==> src/sbmd_pkg.sv <==
// ----------------------------------------------------------------------------
// sbmd_pkg
// Shared types and constants of the subsequence best-match distance unit.
// ----------------------------------------------------------------------------
package sbmd_pkg;

    localparam int KIND_W        = 2;
    localparam int SAMPLE_PORT_W = 16;
    localparam int POS_PORT_W    = 7;
    localparam int LEN_PORT_W    = 7;
    localparam int DIST_W        = 19;
    localparam int END_PORT_W    = 8;
    localparam int CFG_INDEX_W   = 1;
    localparam int CFG_DATA_W    = 7;
    localparam int CMP_W         = 16;

    localparam int DEF_SERIES_LEN   = 128;
    localparam int DEF_MAX_SUB_LEN  = 64;
    localparam int DEF_SAMPLE_WIDTH = 16;

    localparam logic [CFG_DATA_W-1:0] MIN_LENGTH_RST = 7'd5;
    localparam logic [CFG_DATA_W-1:0] MAX_LENGTH_RST = 7'd64;

    typedef enum logic [KIND_W-1:0] {
        KIND_LOAD_QUERY = 2'd0,
        KIND_APPEND     = 2'd1,
        KIND_READ       = 2'd2,
        KIND_BEGIN      = 2'd3
    } kind_t;

    typedef enum logic [CFG_INDEX_W-1:0] {
        REG_MIN_LENGTH = 1'b0,
        REG_MAX_LENGTH = 1'b1
    } cfg_reg_t;

    typedef enum logic [2:0] {
        ST_IDLE,
        ST_SWEEP,
        ST_DRAIN,
        ST_FETCH,
        ST_SQRT,
        ST_OUT
    } state_t;

endpackage

==> src/sbmd_query_mem.sv <==
// ----------------------------------------------------------------------------
// sbmd_query_mem
// Query sample store with one write port and a registered read port.
// ----------------------------------------------------------------------------
module sbmd_query_mem import sbmd_pkg::*; #(
    parameter int DEPTH   = DEF_SERIES_LEN,
    parameter int WIDTH   = DEF_SAMPLE_WIDTH,
    parameter int ADDR_W  = $clog2(DEF_SERIES_LEN)
) (
    input  logic              clk,
    input  logic              we,
    input  logic [ADDR_W-1:0] waddr,
    input  logic [WIDTH-1:0]  wdata,
    input  logic              re,
    input  logic [ADDR_W-1:0] raddr,
    output logic [WIDTH-1:0]  rdata
);

    logic [WIDTH-1:0] mem [DEPTH];
    logic [WIDTH-1:0] rdata_reg;

    always_ff @(posedge clk)
    begin
        if (we)
        begin
            mem[waddr] <= wdata;
        end
        if (re)
        begin
            rdata_reg <= mem[raddr];
        end
    end

    assign rdata = rdata_reg;

endmodule

==> config.mk <==
export PLATFORM = sky130hd
export DESIGN_NAME = sbmd_query_mem
export DESIGN_NICKNAME = d
export VERILOG_FILES = /design/src/sbmd_pkg.sv /design/src/sbmd_query_mem.sv
export SDC_FILE = /design/constraint.sdc
export NUM_CORES = 2
export LEC_CHECK = 0
export BUFFER_PORTS_ARGS = -buffer_cell sky130_fd_sc_hd__buf_2
export CORE_ASPECT_RATIO = 0.5
export CORE_MARGIN = 4
export CORE_UTILIZATION = 50
export CTS_CLUSTER_DIAMETER = 30
export DETAILED_ROUTE_END_ITERATION = 7
export GPL_ROUTABILITY_DRIVEN = 0
export MAX_ROUTING_LAYER = met4
export PLACE_DENSITY = 0.73
export SLEW_MARGIN = 5
export SYNTH_ARGS = -nofsm -noshare
export SYNTH_HDL_FRONTEND = slang
export SYNTH_SLANG_ARGS = --single-unit
export TNS_END_PERCENT = 5
==> constraint.sdc <==
create_clock -name clk -period 3.1 [get_ports clk]
set_input_delay 0 -clock clk [delete_from_list [all_inputs] [get_ports clk]]
set_output_delay 0 -clock clk [all_outputs]
set_load 0.01 [all_outputs]
### After elaboration in Yosys (flattened, before gate mapping)

Memories as Yosys holds them, arrays and structs flattened. A register that Yosys moved wholly into a read port is not among the register bits.
Index checks and enable logic that the tools add are counted.

| operators by class | value |
|---|---|
| muxes and demuxes | 2 |

Operators by type and width:

| operator | number |
|---|---|
| 1-bit two-way mux | 2 |

| word-level totals | value |
|---|---|
| flip-flop bits (word level) | 0 |
| output and inout bits | 16 |
| input bits | 33 |
| logic and storage cells | 3 |
| memory bits (writable) | 2048 |
| memories kept | 1 |

Memory list:

| name | words | bits a word | rd ports | clocked after memory_dff | write ports | RTL line | source |
|---|---|---|---|---|---|---|---|
| mem | 128 | 16 | 1 | 1 | 1 | sbmd_query_mem.sv:19 | `logic [WIDTH-1:0] mem [DEPTH];` |

### Logic depth before layout (Yosys ltp)

| logic depth | value |
|---|---|
| word-level depth | 2 |
| gate-level depth with buffers | 7 |
| gate-level depth less buffers | 4 |

### Worst setup path after synthesis

OpenSTA, ideal clock, no wires.

| timing | value |
|---|---|
| path kind | input to register |
| start point | input raddr[0] |
| end point | register rdata_reg[0], in the netlist rdata[0], read port of mem (data pin) |
| path buffers | 2 |
| setup time | 0.260 ns |
| required time | 2.840 ns |
| arrival | 2.375 ns |
| stages | 6 |
| path slack | 0.466 ns |
| path through | buf_2 -> buf_1 -> mux4_2 -> mux4_2 -> mux4_2 -> mux2_2 |

RTL lines:

| element | RTL line | source |
|---|---|---|
| from (decl) | sbmd_query_mem.sv:15 | `input logic [ADDR_W-1:0] raddr,` |
| to (decl) | sbmd_query_mem.sv:20 | `logic [WIDTH-1:0] rdata_reg;` |

==> run summary <==
CP arrival: 3230 ps
Placed wire-length estimate: 111 mm
Reg2Reg Depth: 4
Peak Freq: 377 MHz
CTS H-Tree Depth: 4
Area leader, netlist: edfxtp_1
Residual DRC: 0
Startpoint types: flop
Worst-margin pin slew: 1270 ps
Crit path buf inv count: 0
PwrDens: 664 nW/µm²
Comb power frac: 0.049
Final Util: 0.590
Core region area: 156000 µm²
Relative slew slack: 0.153
Total Nets Final: 3547
Number of global-route vias before repair: 37900
Via count: 37100
Die X: 569 µm
WS Path Type: flop to flop
Reg power frac: 0.508
Critical Path End Type: flop
Commonest non-fill, non-tap cell in the layout: edfxtp_1
Period Utilization, post-route: 0.856
Clock Latency Late Sink: 840 ps
Clock sinks: 2064
Top cell type's share of synthesized area: 0.788
Status: complete, no violations
Die Area: 164000 µm²
Clk pwr share: 0.443
Slowest stage delay, CP: 580 ps
Mapped Cells: 3086
Most used cell, CP: mux4_2
Commonest non-fill, non-tap cells in the layout: edfxtp_1, mux4_2, buf_4
DIE HEIGHT: 289 µm
CP cell instances: mux4_2 -> mux4_2 -> mux4_2 -> mux2_2
IO Port Bufs: 48
CTS tree: done
CP required: 3670 ps
Vias/cell: 6.40
Setup ws final: 446 ps
Switch share: 0.215
Ports: 49
Yosys cell types: 16
Layout area overhead: 16.6%
Reported leakage power: 0.0288 µW
Max Cap Viol: 0
Worst min path class: input port to flop
Critical path's slowest cell: mux4_2
Share of layout cells above drive strength 1: 0.388
DRT antenna net count: 0
Final worst path period need: 2650 ps
Net count after synthesis: 3119
Hold Path Depth: 4
RSZ-0062 raised after global routing: false
Synth area leaders: edfxtp_1, mux4_2, nor2_1
Final clock skew: 56.3 ps
Fin. Hold Viols: 0
Largest net degree at the start of global routing: 111
Post-CTS sizing: 0
Final WL: 195 mm
Power Internal: 47800 µW
Family with the most delay on the worst path: multiplexers
DRT iter0 DRCs: 5619
Stages on worst setup path: 4
Post-CTS Setup Inserts: 0
Longest Clk Path Bufs: 3
Ys Warns: 0
Mapped Area: 78700 µm²
Switching pwr: 13100 µW
Initial Util: 0.506
Post-synthesis sequential area ratio: 0.788
Worst hold start: waddr[5]
Max Slew Vio Count: 0
Gr usage total: 0.250
Avg Inst Size Synth: 25.5 µm²
Wire per inst: 33.7 µm
Crit-path max FO: 2
Endpoints failing setup: 0
Setup TNS: 0 ps
CTS Root Buffer Type: clkbuf_16
DRT Pass-1 Iters: 6
Max reg flops: 2048
#FFs+latches synth: 2064
Initial antenna violation count: 13
GRT Residual Overflow: 0
Site Rows: 102
Crit path from: mem[30][10]$_DFFE_PP_
Clock transition at path regs: 60 ps
Worst slack at placement: 28.1 ps
CTS Buf Count: 220
R2r startpoint: mem[30][10]$_DFFE_PP_
Max IR drop VDD: 0.475 mV
First-pass GRT wire length: 281 mm
cell families after synthesis:
family | share of synthesized area
buf+inv | 0.00879
flops | 0.788
mux | 0.195
simple gates | 0.00886
layer usage:
layer	vias up	GRT usage	share of wire
met5	-	-	0
met4	0	0.0933	0.037
met3	420	0.0501	0.11
met2	2434	0.384	0.49
met1	19800	0.338	0.36
li1	14400	-	-
layout make-up:
cell class / instances / area, µm²
clock buffer: 239 / 5640
tap: 2080 / 2600
antenna: 6 / 15.0
fill: 10300 / 63800
sequential: 2064 / 62000
clock inverter: 176 / 1950
multi-input combinational: 858 / 16100
timing repair buffer: 370 / 3450
tightest hold or removal path: stages:
cell and delay (ps):
buf_2 160, nand3_1 250, nor2_1 70, buf_4 230
power by group through the flow:
| stage | combinational, µW | sequential [µW] | clock [µW] |
|---|---|---|---|
| after global routing | 3120 | 30900 | 28700 |
| final | 2990 | 30900 | 27000 |
| after CTS | 2990 | 30900 | 27300 |
| after detailed placement | 2940 | 31500 | 0 |
| after floorplan | 1510 | 31500 | 0 |
| after global placement | 2870 | 31500 | 0 |
path summary, 6_finish.rpt:
check	endpoint	slack (ps)
worst max-delay path	rdata[10]$_DFFE_PP_	450
worst min-delay path	mem[118][2]$_DFFE_PP_	90
worst max register to register	rdata[10]$_DFFE_PP_	450
worst min register to register	rdata[11]$_DFFE_PP_	1230
metrics by stage:
stage	hold slack, ps	cells	cell area (µm²)	power (µW)
after floorplan	98.9	3086	78700	33000
after global placement	507	5346	83900	34400
after detailed placement	475	5346	83900	34400
after CTS	11.2	5787	91700	61300
after global routing	99.2	5791	91800	62700
final	89.4	5793	91800	60900
Yosys cell counts:
library cell,n
clkbuf_1,82
nor2b_1,7
nand2_1,14
nand2b_1,2
mux4_2,672
buf_2,52
nand3_1,12
mux2_2,16
nor2_1,122
edfxtp_1,2064
buf_4,1
or3_1,1
nor3_1,9
nand4_1,3
buf_6,1
buf_1,28
repair_timing:
item / CTS / global route
endpoints found under the hold margin: 1515 / 0
hold buffers: 26 / 0
endpoints found under the setup margin: 0 / 0
(Power assumes the default switching activity.)
