--- src/sbmd_pkg.sv ---
// ----------------------------------------------------------------------------
// sbmd_pkg
// Shared types and constants of the subsequence best-match distance unit.
// ----------------------------------------------------------------------------
package sbmd_pkg;

    localparam int KIND_W        = 2;
    localparam int SAMPLE_PORT_W = 16;
    localparam int POS_PORT_W    = 7;
    localparam int LEN_PORT_W    = 7;
    localparam int DIST_W        = 19;
    localparam int END_PORT_W    = 8;
    localparam int CFG_INDEX_W   = 1;
    localparam int CFG_DATA_W    = 7;
    localparam int CMP_W         = 16;

    localparam int DEF_SERIES_LEN   = 128;
    localparam int DEF_MAX_SUB_LEN  = 64;
    localparam int DEF_SAMPLE_WIDTH = 16;

    localparam logic [CFG_DATA_W-1:0] MIN_LENGTH_RST = 7'd5;
    localparam logic [CFG_DATA_W-1:0] MAX_LENGTH_RST = 7'd64;

    typedef enum logic [KIND_W-1:0] {
        KIND_LOAD_QUERY = 2'd0,
        KIND_APPEND     = 2'd1,
        KIND_READ       = 2'd2,
        KIND_BEGIN      = 2'd3
    } kind_t;

    typedef enum logic [CFG_INDEX_W-1:0] {
        REG_MIN_LENGTH = 1'b0,
        REG_MAX_LENGTH = 1'b1
    } cfg_reg_t;

    typedef enum logic [2:0] {
        ST_IDLE,
        ST_SWEEP,
        ST_DRAIN,
        ST_FETCH,
        ST_SQRT,
        ST_OUT
    } state_t;

endpackage

--- src/sbmd_isqrt.sv ---
// ----------------------------------------------------------------------------
// sbmd_isqrt
// Floor integer square root, two radicand bits per cycle.
// ----------------------------------------------------------------------------
module sbmd_isqrt import sbmd_pkg::*; #(
    parameter int SUM_W  = 38,
    parameter int ROOT_W = 19
) (
    input  logic              clk,
    input  logic              rst_n,
    input  logic              start,
    input  logic [SUM_W-1:0]  radicand,
    output logic              done,
    output logic [ROOT_W-1:0] root
);

    localparam int RW = 2 * ROOT_W;

    logic [RW-1:0] x_reg, x_next;
    logic [RW-1:0] root_reg, root_next;
    logic [RW-1:0] bit_reg, bit_next;
    logic          busy_reg, busy_next;
    logic          done_reg, done_next;
    logic [RW-1:0] trial;

    always_comb
    begin
        trial     = root_reg + bit_reg;
        x_next    = x_reg;
        root_next = root_reg;
        bit_next  = bit_reg;
        busy_next = busy_reg;
        done_next = 1'b0;
        if (start)
        begin
            x_next    = RW'(radicand);
            root_next = '0;
            bit_next  = RW'(1) << (RW - 2);
            busy_next = 1'b1;
        end
        else if (busy_reg)
        begin
            if (x_reg >= trial)
            begin
                x_next    = x_reg - trial;
                root_next = (root_reg >> 1) + bit_reg;
            end
            else
            begin
                root_next = root_reg >> 1;
            end
            bit_next = bit_reg >> 2;
            if (bit_reg[0])
            begin
                busy_next = 1'b0;
                done_next = 1'b1;
            end
        end
    end

    always_ff @(posedge clk or negedge rst_n)
    begin
        if (!rst_n)
        begin
            busy_reg <= 1'b0;
            done_reg <= 1'b0;
        end
        else
        begin
            busy_reg <= busy_next;
            done_reg <= done_next;
        end
    end

    always_ff @(posedge clk)
    begin
        x_reg    <= x_next;
        root_reg <= root_next;
        bit_reg  <= bit_next;
    end

    assign done = done_reg;
    assign root = ROOT_W'(root_reg);

endmodule

--- config.mk ---
export PLATFORM = sky130hd
export DESIGN_NAME = sbmd_isqrt
export DESIGN_NICKNAME = d
export VERILOG_FILES = /design/src/sbmd_pkg.sv /design/src/sbmd_isqrt.sv
export SDC_FILE = /design/constraint.sdc
export NUM_CORES = 1
export LEC_CHECK = 0
export BUFFER_PORTS_ARGS = -buffer_cell sky130_fd_sc_hd__buf_4
export CORE_ASPECT_RATIO = 0.7
export CORE_MARGIN = 3
export CORE_UTILIZATION = 35
export DETAILED_ROUTE_END_ITERATION = 16
export GPL_ROUTABILITY_DRIVEN = 0
export PLACE_DENSITY = 0.63
export SETUP_SLACK_MARGIN = 0.4
export SYNTH_ARGS = -nofsm -noshare
export SYNTH_HDL_FRONTEND = slang
export SYNTH_SLANG_ARGS = --single-unit
--- constraint.sdc ---
create_clock -name clk -period 7.17 [get_ports clk]
set_input_delay 1.0755 -clock clk [delete_from_list [all_inputs] [get_ports clk]]
set_output_delay 1.0755 -clock clk [all_outputs]
set_load 0.03 [all_outputs]
# After elaboration in Yosys (flattened, before gate mapping)
# Index checks and enable logic that the tools add are counted.
[word_totals]
register_bits = 97
in_bits = 41
out_inout_bits = 20
word_cells = 22
[op_classes]
add_sub_neg = 3
order_cmp = 1
muxes = 10
reduce_logical = 3
[op_table]
columns = ["op", "count"]
rows = [
  ["38-bit two-way mux", 4],
  ["37-bit by 37-bit adder with 38-bit output", 1],
  ["38-bit by 37-bit adder with 38-bit output", 1],
  ["38-bit >= comparator", 1],
  ["38-bit subtractor", 1],
  ["1-bit two-way mux", 6],
  ["2-bit nonzero test", 2],
  ["2-bit AND reduction", 1],
]

# Depth between registers and ports, before layout
[logic_depth]
ltp_word = 5
mapped_depth = 23
ltp_nobuf = 21

# Least setup slack after synthesis
# No wires, ideal clock.
[synth_timing]
path_type = "flip-flop to flip-flop"
startpoint = "register bit_reg[0]"
endpoint = "register x_reg[0] (enable)"
setup_time_ns = 0.486
t_arrival_ns = 6.848
required_time_ns = 6.684
path_slack_ns = -0.164
path_stages_with_launch = 21
n_path_buf = 2
period_less_slack_ns = 7.334
path_cell_list = "dfxtp_1 -> ha_1 -> ha_1 -> a21oi_1 -> o21ai_1 -> a2111oi_2 -> o311ai_1 -> a41oi_1 -> o21ai_0 -> o211a_1 -> o21ai_0 -> xor2_1 -> ha_1 -> and3_1 -> nand3_1 -> or2_2 -> o21ai_2 -> a31oi_4 -> buf_6 -> buf_2 -> o21ai_0"
[synth_via]
elab_chain_len = 4
[synth_lines]
columns = ["item", "line_no", "text"]
rows = [
  ["start: declaration", "sbmd_isqrt.sv:21", "logic [RW-1:0] bit_reg, bit_next;"],
  ["start signal: assignment", "sbmd_isqrt.sv:79", "bit_reg <= bit_next;"],
  ["38-bit by 37-bit adder with 38-bit output", "sbmd_isqrt.sv:28", "trial = root_reg + bit_reg;"],
  ["38-bit >= comparator", "sbmd_isqrt.sv:43", "if (x_reg >= trial)"],
  ["2-bit nonzero test (no source line)", "--", ""],
  ["2-bit AND reduction (no source line)", "--", ""],
  ["end signal: assignment", "sbmd_isqrt.sv:77", "x_reg <= x_next;"],
  ["end: declaration", "sbmd_isqrt.sv:19", "logic [RW-1:0] x_reg, x_next;"],
]
# No other way between the ends.
# A chain may end at the register's enable or synchronous reset.

# Final worst setup path
[layout_timing]
startpoint = "register root_reg[6]"
endpoint = "register x_reg[37] (data pin)"
[layout_via]
elab_chain_len = 5
[layout_lines]
columns = ["item", "line_no", "text"]
rows = [
  ["start: declaration", "sbmd_isqrt.sv:20", "logic [RW-1:0] root_reg, root_next;"],
  ["start signal: assignment", "sbmd_isqrt.sv:78", "root_reg <= root_next;"],
  ["38-bit by 37-bit adder with 38-bit output", "sbmd_isqrt.sv:28", ""],
  ["38-bit subtractor", "sbmd_isqrt.sv:45", "x_next = x_reg - trial;"],
  ["38-bit two-way mux", "sbmd_isqrt.sv:43", ""],
  ["38-bit two-way mux", "sbmd_isqrt.sv:41", "else if (busy_reg)"],
  ["38-bit two-way mux", "sbmd_isqrt.sv:34", "if (start)"],
  ["net x_next[37]", "sbmd_isqrt.sv:19", ""],
]
# The timed path passes the listed nets, and every way through them passes these cells. The select of a mux whose other input is x is not followed.

==> summary.md <==
| Metric | Value |
|---|---|
| DR vias/cell | `5.59` |
| Clock Skew | `11.7 ps` |
| Crit. Startpoint | `root_reg[6]` |
| Syn Std Cell Area | `8540 µm²` |
| Slowest CP cell | `o31ai_1` |
| Most Frequent Cell on Critical Path | `a31oi_1` |
| Number of global-route vias before repair | `6883` |
| Setup_tns | `0 ps` |
| Critical path arrival | `6080 ps` |
| Crit path cell chain | `ha_1 > nand4_1 > nor3b_1 > a2111oi_2 > o31ai_1 > a31oi_1 > o21bai_1 > a31oi_1 > xor2_1 > ha_1 > nand2_1 > nor3_1 > nand2b_1 > a211oi_1 > nor2_1 > o21ai_0 > a31oi_1 > o21ba_2 > mux2i_1` |
| Combinational Power Share | `57.2%` |
| Clk pwr share | `16.1%` |
| I/O pin count | `61` |
| GRT overflow | `0` |
| Filler cell count in the final layout | `2423` |
| Met2 WL | `9630 µm` |
| Via Count | `7614` |
| Starting DRT DRC Count | `620` |
| WL/cell | `16.7 µm` |
| Worst-path clk slew | `70 ps` |
| Worst-path maximum fanout | `8` |
| TritonCTS Buffers | `9` |
| Pwr Total | `3.15 mW` |
| CTS Hold Buffers Added | `0` |
| Share of cells above drive strength 1 | `10.1%` |
| Period utilisation layout | `83.1%` |
| Tightest Hold Check Type | `input pin to asynchronous set/reset pin` |
| DP HPWL | `17000 µm` |
| Largest net degree at the start of global routing | `85` |
| Die Span Y | `137 µm` |
| WP data required | `7290 ps` |
| CTS tree | `done` |
| # setup viols final | `0` |
| YS warnings | `0` |
| Max Cap Violations | `0` |
| Syn Area/Cell | `8.22 µm²` |
| CP Capture Type | `flop` |
| Max clock buf depth | `2` |
| Die area | `26300 µm²` |
| Post-Syn Instances | `1039` |
| Met3 Wirelength | `1220 µm` |
| Total core area | `23800 µm²` |
| CTS Sinks | `97` |
| First-pass detailed-route iteration total | `5` |
| Max Used Layer | `met4` |
| EDFF count, synth | `38` |
| Port bufs | `60` |
| Power density of the placed cells | `337 nW/µm²` |
| Final nets | `1160` |
| Initial antenna violation count | `0` |
| Wl on met1 | `11700 µm` |
| Fmax | `0.168 GHz` |
| Number of diodes | `0` |
| # H-tree levels | `3` |
| Library cells used by synthesis | `71` |
| VDD IR max | `0.253 mV` |
| Final hold vios | `0` |
| # rows | `47` |
| RSZ-0062 raised after global routing | `false` |
| Area Overhead vs Synth | `9.50%` |
| Post-CTS setup buffer count | `0` |
| Slew Limit Fails | `0` |
| GRT Total Usage | `17.4%` |
| Slew @ Worst Pin | `959 ps` |
| Yosys reg bits | `97` |
| Initial Util | `35.8%` |
| Reg power frac | `26.7%` |
| Worst setup SP type | `flop` |
| Net Sw Power | `1.38 mW` |
| Reg2reg start | `root_reg[6]` |
| Hold_ws | `482 ps` |
| Worst slew margin | `36.1%` |
| Async SR Flop Fraction | `2.06%` |
| First-pass GRT wire length | `36600 µm` |
| Switching share of total power | `43.9%` |
| Top FF cell, synth | `dfxtp_1` |
| Residual DRC | `0` |
| Static leakage power | `3.77 nW` |
| WS Path Type | `flop to flop` |
| Status | `complete, no violations` |
| Clock Latency Late Sink | `370 ps` |
| Clk root buf | `clkbuf_16` |
| Register area share after synthesis | `27.3%` |
| Total wire length | `22800 µm` |
| ANT nets after route | `0` |
| Tmin final | `5960 ps` |
| Internal Pwr Total | `1.76 mW` |
| Die width | `193 µm` |
| Cts repair resizes | `0` |
| Max incr delay on CP | `760 ps` |
| Syn_nets | `1159` |
==> layout make-up <==
| type | count | area [µm²] | share of cell area (%) |
|---|---|---|---|
| Clock inverter | 6 | 63.8 | 0.683 |
| Sequential cell | 97 | 2330 | 25.0 |
| Timing Repair Buffer | 64 | 493 | 5.27 |
| Multi-Input combinational cell | 843 | 5740 | 61.4 |
| Clock buffer | 10 | 229 | 2.45 |
| Inverter | 25 | 93.8 | 1.00 |
| Tap cell | 318 | 398 | 4.26 |
==> final timing paths <==
kind	endpoint	cells after the start	slack (ps)
max in group asynchronous	busy_reg	1	6590
min reg2reg	root_reg[0]	2	540
min	busy_reg	1	480
max reg2reg	x_reg[37]	19	1210
max	x_reg[37]	19	1210
min in group clk	root_reg[0]	2	540
==> logic make-up after synthesis <==
kind of cell    share of synthesized area [%]
compound gates                           26.6
xor+xnor                                 8.31
fa+ha+maj                                11.7
buf+inv                                  5.61
flops                                    27.3
mux                                      3.41
simple gates                             17.1
==> cells in the final DEF, fill, tap and decap left out, types with 5 or more instances in the layout <==
cell type	Yosys	routed
a31oi_1	33	33
or3_1	8	8
nor3_1	27	27
dfxtp_1	57	57
a21oi_1	68	68
nor2_1	104	104
nand3_1	12	12
buf_4	20	63
clkbuf_16	0	9
a21o_1	30	30
o21bai_1	17	17
and4_1	5	5
o21a_1	10	10
xor2_1	41	41
a211oi_1	28	28
nand2b_1	6	6
nor2b_1	10	10
mux2i_1	28	28
nor4_1	9	9
xnor2_1	40	40
nand4_1	13	13
a221oi_1	6	6
a31o_2	6	6
edfxtp_1	38	38
and2_1	5	5
ha_1	78	78
o31ai_1	7	7
and3_1	11	11
inv_1	25	25
nand2_1	96	96
o21ai_0	80	79
a311oi_1	10	10
==> Yosys cell counts (5+ instances only) <==
| master | n | area share [%] |
|---|---|---|
| a21o_1 | 30 | 2.6 |
| a31oi_1 | 33 | 2.4 |
| nor2b_1 | 10 | 0.73 |
| a31o_2 | 6 | 0.62 |
| xor2_1 | 41 | 4.2 |
| buf_1 | 5 | 0.22 |
| buf_2 | 8 | 0.47 |
| a311oi_1 | 10 | 1.0 |
| ha_1 | 78 | 11 |
| o31ai_1 | 7 | 0.62 |
| clkbuf_1 | 38 | 1.7 |
| a211oi_1 | 28 | 2.5 |
| nand2b_1 | 6 | 0.44 |
| o21bai_1 | 17 | 1.5 |
| xnor2_1 | 40 | 4.1 |
| o21ai_0 | 80 | 4.7 |
| a221oi_1 | 6 | 0.62 |
| and3_1 | 11 | 0.81 |
| inv_1 | 25 | 1.1 |
| mux2i_1 | 28 | 3.3 |
| and2_1 | 5 | 0.37 |
| or3_1 | 8 | 0.59 |
| o21a_1 | 10 | 0.88 |
| nor2_1 | 104 | 4.6 |
| nor4_1 | 9 | 0.66 |
| edfxtp_1 | 38 | 13 |
| dfxtp_1 | 57 | 13 |
| nand2_1 | 96 | 4.2 |
| and4_1 | 5 | 0.51 |
| buf_4 | 20 | 1.8 |
| a21oi_1 | 68 | 4.0 |
| nand3_1 | 12 | 0.70 |
| nand4_1 | 13 | 0.95 |
| nor3_1 | 27 | 1.6 |
==> through the flow <==
step / setup slack, ps / std cells / cell area (µm²) / util [%]
2_1_floorplan: 867 / 1039 / 8540 / -
3_3_place_gp: 1450 / 1347 / 9050 / 38.0
3_5_place_dp: 1330 / 1347 / 9050 / 38.0
4_1_cts: 1300 / 1363 / 9350 / 39.2
5_1_grt: 737 / 1363 / 9350 / 39.2
6_report: 1210 / 1363 / 9350 / 39.2
==> power groups by stage <==
| stage | Combinational, mW | Clock [mW] | Sequential [mW] |
|---|---|---|---|
| global route | 2.01 | 0.539 | 0.853 |
| detailed placement | 1.77 | 0 | 0.847 |
| global placement | 1.75 | 0 | 0.847 |
| floorplan | 1.44 | 0 | 0.817 |
| finish | 1.80 | 0.507 | 0.839 |
| CTS | 1.78 | 0.522 | 0.838 |
==> worst max-delay path, delay by kind of cell (launching register included) <==
| family | cells | cell delay, ps |
|---|---|---|
| adder cells (fa/ha/maj) | 2 | 860 |
| AND/OR/NAND/NOR | 6 | 1130 |
| multiplexers | 1 | 110 |
| flip-flops | 1 | 390 |
| XOR/XNOR | 1 | 180 |
| AO/OA/AOI/OAI | 9 | 3050 |
==> per-layer routing <==
layer	GRT usage, %	vias to the layer above
met5	0	-
met4	3.40	0
met3	4.17	14
met2	26.1	170
met1	25.4	3591
li1	-	3839
(Power assumes the default switching activity.)
